**src/hdl/tfs_pkg.sv**
```systemverilog
`default_nettype none

package tfs_pkg;

    localparam int STACK_DEPTH = 1024;
    localparam int TAG_BITS    = 8;

    localparam int ADDR_W    = (STACK_DEPTH > 1) ? $clog2(STACK_DEPTH) : 1;
    localparam int COUNT_W   = $clog2(STACK_DEPTH + 1);
    localparam int MODE_W    = 3;
    localparam int WORD_W    = 64;
    localparam int PAYLOAD_W = 56;
    localparam int TAG_W     = 8;
    localparam int DEPTH_W   = 11;
    localparam int STATUS_W  = 3;
    localparam int LEVEL_W   = 11;
    localparam int CMP_W     = (COUNT_W > DEPTH_W) ? COUNT_W : DEPTH_W;

    localparam logic [WORD_W-1:0] TAG_MASK = (WORD_W'(1) << TAG_BITS) - WORD_W'(1);

    localparam logic [MODE_W-1:0] MODE_PUSH_RAW    = 3'd0;
    localparam logic [MODE_W-1:0] MODE_PUSH_TAGGED = 3'd1;
    localparam logic [MODE_W-1:0] MODE_POP         = 3'd2;
    localparam logic [MODE_W-1:0] MODE_PEEK        = 3'd3;
    localparam logic [MODE_W-1:0] MODE_UNWIND      = 3'd4;

    localparam logic [STATUS_W-1:0] STATUS_OK        = 3'd0;
    localparam logic [STATUS_W-1:0] STATUS_OVERFLOW  = 3'd1;
    localparam logic [STATUS_W-1:0] STATUS_UNDERFLOW = 3'd2;
    localparam logic [STATUS_W-1:0] STATUS_BAD_DEPTH = 3'd3;
    localparam logic [STATUS_W-1:0] STATUS_NOT_FOUND = 3'd4;

    typedef struct packed {
        logic load;
        logic exec;
    } tfs_cmd_t;

    typedef struct packed {
        logic finish;
    } tfs_sts_t;

endpackage

`default_nettype wire

```
**src/hdl/tfs_ctrl.sv**
```systemverilog
`default_nettype none

module tfs_ctrl
    import tfs_pkg::*;
(
    input  logic     clk,
    input  logic     rst_n,
    input  logic     start,
    input  tfs_sts_t sts,
    output tfs_cmd_t cmd,
    output logic     busy,
    output logic     done
);

    typedef enum logic [1:0] {
        ST_IDLE = 2'b01,
        ST_EXEC = 2'b10
    } state_t;

    state_t state_reg, state_next;
    logic   done_reg, done_next;

    always_comb
    begin
        state_next = state_reg;
        done_next  = 1'b0;
        cmd        = '0;
        case (state_reg)
            ST_IDLE:
            begin
                if (start)
                begin
                    cmd.load   = 1'b1;
                    state_next = ST_EXEC;
                end
            end
            ST_EXEC:
            begin
                cmd.exec = 1'b1;
                if (sts.finish)
                begin
                    done_next  = 1'b1;
                    state_next = ST_IDLE;
                end
            end
            default:
            begin
                state_next = ST_IDLE;
            end
        endcase
    end

    always_ff @(posedge clk or negedge rst_n)
    begin
        if (!rst_n)
        begin
            state_reg <= ST_IDLE;
            done_reg  <= 1'b0;
        end
        else
        begin
            state_reg <= state_next;
            done_reg  <= done_next;
        end
    end

    assign busy = (state_reg != ST_IDLE);
    assign done = done_reg;

endmodule

`default_nettype wire

```
**config.mk**
```make
export PLATFORM = sky130hd
export DESIGN_NAME = tfs_ctrl
export DESIGN_NICKNAME = d
export VERILOG_FILES = /design/src/hdl/tfs_pkg.sv /design/src/hdl/tfs_ctrl.sv
export SDC_FILE = /design/constraint.sdc
export NUM_CORES = 1
export LEC_CHECK = 0
export ABC_AREA = 1
export BUFFER_PORTS_ARGS = -buffer_cell sky130_fd_sc_hd__buf_4
export CORE_AREA = 2 2 39 41
export CTS_CLUSTER_DIAMETER = 50
export DETAILED_ROUTE_END_ITERATION = 8
export DIE_AREA = 0 0 41 43
export SETUP_SLACK_MARGIN = 0.1
export SLEW_MARGIN = 20
export SYNTH_ARGS = -nofsm -noshare
export SYNTH_HDL_FRONTEND = slang
export SYNTH_SLANG_ARGS = --single-unit
```
**constraint.sdc**
```tcl
create_clock -name clk -period 2.26 [get_ports clk]
set_input_delay 0.452 -clock clk [delete_from_list [all_inputs] [get_ports clk]]
set_output_delay 0.452 -clock clk [all_outputs]
set_load 0.03 [all_outputs]
```
==> Word-level counts from Yosys, hierarchy flattened <==
Index checks and enable logic that the tools add are counted.
{ "classes": {"n_addsub": 0, "n_div": 0, "reduce_logical": 1, "n_mul": 0, "shift": 0, "order_cmp": 0, "n_eq_ne": 5, "mux": 8, "bitwise_logic": 0} }
{ "op_table": {"columns": ["cell", "n"], "rows": [
  ["1-bit two-way mux", 5],
  ["2-bit two-way mux", 2],
  ["2-bit != test (second input constant)", 2],
  ["2-bit one-hot mux with 2 select lines", 1],
  ["2-bit by 1-bit == test with 1-bit output (second input constant)", 1],
  ["2-bit == test (second input constant)", 1],
  ["2-bit by 1-bit != test with 1-bit output (second input constant)", 1],
  ["2-bit AND reduction", 1]
]} }
{ "totals": {"ff_bits": 3, "elab_cells": 16, "ramBits": 0, "latchBits": 0, "romBits": 0, "mem_count": 0} }

==> Longest topological paths before layout <==
{ "depth": {"ltp_word": 3, "mapped_depth": 4, "ltp_nobuf": 4} }

==> Least setup slack after synthesis <==
Ideal clock, no wire load.
{ "synth_path": {"path_type": "register to output", "from": "reg state_reg[0]", "to": "out cmd[1] (netlist name)", "slack_ns": 0.973, "t_arrival_ns": 0.835, "path_stages_with_launch": 3, "cell_sequence": "dfstp_2 nand3_2 inv_1"} }
{ "synth_lines": {"columns": ["element", "line_no", "source"], "rows": [
  ["start: declaration", "tfs_ctrl.sv:20", "state_t state_reg, state_next;"],
  ["start signal: assignment", "tfs_ctrl.sv:62", "state_reg <= state_next;"],
  ["end: declaration", "tfs_ctrl.sv:10", "output tfs_cmd_t cmd,"]
]} }

==> results_tabular.tex <==
\begin{tabular}{lr}
\hline
Metric & Value \\
\hline
\multicolumn{2}{l}{\textbf{Clock network}} \\
\quad Sinks on Clock Net & 3 \\
\quad Worst-skew pair later-pin latency & 0.23 ns \\
\quad Maximum clock insertion buffer count & 2 \\
\quad Number of buffers created by CTS & 3 \\
\quad Clock root buffer & clkbuf\_4 \\
\quad Clock tree from TritonCTS & built \\
\quad CTS HTree Levels & 1 \\
\quad Reg clk slew, reported paths & 0.03 ns \\
\multicolumn{2}{l}{\textbf{Power}} \\
\quad Leak & 0.000134 uW \\
\quad Power density normalized to cell area & 1050 nW/um\^{}2 \\
\quad Switching part of the total power & 35.2\% \\
\quad Switching power summed over all nets & 90.1 uW \\
\quad Design internal power & 166 uW \\
\quad Share of total power in combinational logic & 33.0\% \\
\quad Clock share of power & 36.8\% \\
\quad VDD IR-drop max & 121 uV \\
\quad Sequential power share & 30.2\% \\
\quad Power, Total & 256 uW \\
\multicolumn{2}{l}{\textbf{Routing}} \\
\quad 1st-pass router iterations & 2 \\
\quad DRC viols & 0 \\
\quad Total vias in the final route & 116 \\
\quad Detailed Route Iter0 Violations & 1 \\
\quad Count of antenna-violating nets left after detailed routing & 0 \\
\quad Via count normalized by instance count & 2.76 \\
\quad Average wire per standard cell & 6.38 um \\
\quad Total Wirelength & 268 um \\
\multicolumn{2}{l}{\textbf{Floorplan}} \\
\quad Top-level port count & 8 \\
\quad Initial core utilization & 9.67\% \\
\quad Die area & 1760 um\^{}2 \\
\quad Area of the placeable core & 1380 um\^{}2 \\
\quad Vertical die dimension & 43 um \\
\quad FP Rows & 14 \\
\quad Die Span X & 41 um \\
\multicolumn{2}{l}{\textbf{Setup path}} \\
\quad Cells traversed along the worst timing path & nand3\_2 > inv\_1 > buf\_4 \\
\quad Crit Path Class & flop to output pin \\
\quad Source of the worst register-to-register timing path & state\_reg[0] \\
\quad Delay contributed by the slowest stage of the critical path & 0.56 ns \\
\quad Sort of element at the start of the critical path & flop \\
\quad Type of destination of the critical path & output pin \\
\quad Slack of the worst reg-to-reg path & 1.43 ns \\
\quad Number of cells traversed by the worst register-to-register path & 3 \\
\quad Data required, critical path & 1.81 ns \\
\quad Arrival time at the worst endpoint & 1.09 ns \\
\quad Worst path bufs/invs & 2 \\
\quad Delay-heaviest family, CP & flip-flops \\
\quad Endpoint of the lowest-slack register-to-register path & state\_reg[1] \\
\quad Maximum fanout count along the critical path & 5 \\
\quad Slowest stage cell on the critical path & dfstp\_2 \\
\multicolumn{2}{l}{\textbf{GRT}} \\
\quad Initial antenna violation count & 0 \\
\quad GRT Resource Usage Total & 4.72\% \\
\quad Global-route wire length before repair & 400 um \\
\quad GR Layer Usage met3 & 4.71\% \\
\quad Gr busiest metal & met4 \\
\quad Vias in the first global route & 109 \\
\quad Met2 global-route usage & 4.69\% \\
\quad Largest net degree at the start of global routing & 6 \\
\quad M1 GR Usage & 2.57\% \\
\quad Total congestion overflow & 0 \\
\multicolumn{2}{l}{\textbf{Yosys}} \\
\quad Number of warnings printed during yosys synthesis & 0 \\
\quad Synth top area share & 37.4\% \\
\quad Simple-Gate Fraction of Synth Area & 29.0\% \\
\quad Commonest cells in the synthesized netlist & inv\_1 (4), dfrtp\_1 (2), nand3\_2 (2) \\
\quad Number of distinct library cell variants in the gate-level netlist after synthesis & 9 \\
\quad Gate Count Post-Synth & 14 \\
\quad Syn avg cell area & 9.56 um\^{}2 \\
\quad Multiplexer share of the synthesized area & 0\% \\
\quad Compound-gate portion of the synthesized area & 0\% \\
\quad Main combinational cell family by area after synthesis & simple AND/OR/NAND/NOR gates \\
\quad Post-synth EDFFs & 0 \\
\quad Asr flop ratio synth & 100\% \\
\quad Synthesized net count & 18 \\
\quad Register bit count reported by yosys & 3 \\
\quad Synthesized-area fraction occupied by xor and xnor cells & 0\% \\
\quad Largest cells by area after synthesis & dfrtp\_1 (37\%), dfstp\_2 (20\%), nand3\_2 (15\%) \\
\quad Dominant synthesized flop cell & dfrtp\_1 \\
\quad Netlist area before placement & 134 um\^{}2 \\
\quad Leading area contributor after synthesis & dfrtp\_1 \\
\quad Seq/Total Area, Yosys & 57.0\% \\
\quad Most used standard cell by instance count after synthesis & inv\_1 \\
\quad Post-Synth Adder-Cell Area & 0\% \\
\multicolumn{2}{l}{\textbf{STA}} \\
\quad Worst Clk Skew & 0.00343 ns \\
\quad Measured slew at the worst slew-check pin & 0.197 ns \\
\quad Final critical path time including I/O delays and setup & 1.54 ns \\
\quad Crit share post-route & 68.1\% \\
\quad Final Max Slew Viols & 0 \\
\quad Unrepaired setup endpoints after global routing & false \\
\quad Final Hold Viols & 0 \\
\quad Final setup violation count & 0 \\
\quad Final-layout setup total negative slack & 0 ns \\
\quad F\_max & 649 MHz \\
\quad Worst slew slack as a fraction of its limit & 86.8\% \\
\multicolumn{2}{l}{\textbf{Status}} \\
\quad Result of the run & finished, final reports clean \\
\multicolumn{2}{l}{\textbf{Cells and area}} \\
\quad Fill cell instance count of the final layout & 160 \\
\quad Area growth from synthesis to final layout & 81.3\% \\
\quad Fraction of final layout cells with drive strength greater than 1 & 57.7\% \\
\quad Summed area of non-filler cells in the final layout & 243 um\^{}2 \\
\quad \# nets final & 31 \\
\quad Number of flip-flops in the largest register & 2 \\
\quad Antenna diodes & 0 \\
\multicolumn{2}{l}{\textbf{Job}} \\
\quad Max-cap violations & 0 \\
\multicolumn{2}{l}{\textbf{Min path}} \\
\quad Type of the worst min-delay path & input port to flop \\
\quad Hold Crit Depth & 4 \\
\quad Worst min-delay path startpoint & start \\
\quad Worst Hold Endpoint & state\_reg[0] \\
\multicolumn{2}{l}{\textbf{Place}} \\
\quad Number of buffers added on ports & 7 \\
\quad Final GP Congestion & 0.534 \\
\quad DPL Wire Length & 208 um \\
\quad Placed Instance Area & 206 um\^{}2 \\
\hline
\end{tabular}
final cells by class:
cell class | count | area, um^2 | area share [%]
flip-flops and latches | 3 | 76.3 | 31.4
repair buffers | 8 | 62.6 | 25.8
multi-input cells | 6 | 38.8 | 16.0
clock buffers | 4 | 26.3 | 10.8
well taps | 16 | 20.0 | 8.25
inverters | 5 | 18.8 | 7.73
repair_timing:
item / CTS / global route
endpoints found under the hold margin: 2 / 0
hold buffers: 1 / 0
setup buffers: 0 / 0
setup endpoints to repair: 0 / 0
resized for setup: 0 / 0
cells by family (layout without fill, tap and decap cells):
group	after synthesis	count (layout)
buf+inv	5	17
flops	3	3
simple gates	6	6
worst reg2reg max path, cell delays in order, from the launching register on:
cell     delay (ns)
dfstp_2        0.56
inv_1          0.05
nand3_2        0.05
nand2_2        0.06
worst max path at each step:
| stage | startpoint | end | depth (start not counted) |
|---|---|---|---|
| finish | state_reg[0] | cmd[1] | 3 |
| global route | state_reg[0] | cmd[1] | 3 |
| CTS | state_reg[0] | cmd[1] | 3 |
| detailed placement | state_reg[0] | cmd[1] | 3 |
| global placement | state_reg[0] | cmd[1] | 3 |
| floorplan | state_reg[0] | cmd[1] | 2 |
placed cells by master (no fill, tap or decap):
| cell type | n |
|---|---|
| nand2_2 | 1 |
| clkbuf_1 | 1 |
| inv_2 | 1 |
| nand3_2 | 2 |
| inv_1 | 4 |
| buf_4 | 7 |
| dfstp_2 | 1 |
| dfrtp_1 | 2 |
| nand2_1 | 1 |
| dlygate4sd3_1 | 1 |
| nor2_1 | 1 |
| nor3_1 | 1 |
| clkbuf_4 | 3 |
per-stage QoR:
step	util (%)	setup slack [ns]	instances	hold slack, ns
6_report	17.5	0.720	42	0.493
5_1_grt	17.5	0.650	42	0.490
4_1_cts	17.5	0.697	42	0.488
3_5_place_dp	14.9	0.953	37	0.242
3_3_place_gp	14.9	0.962	37	0.243
2_1_floorplan	-	0.973	14	0.156
per-layer routing:
metal / vias up / wire length, um
met3: 0 / 14
met4: 0 / 0
met1: 49 / 94
li1: 63 / -
met5: - / 0
met2: 4 / 159
power by group through the flow:
stage / registers (uW) / clock network [uW] / logic (uW)
finish: 77.4 / 94.2 / 84.5
global route: 79.3 / 105 / 92.5
CTS: 77.6 / 100 / 85.9
detailed placement: 78.2 / 0 / 84.4
global placement: 77.7 / 0 / 84.2
floorplan: 79.5 / 0 / 51.9
Note: power is estimated with default switching activity, not from simulation.
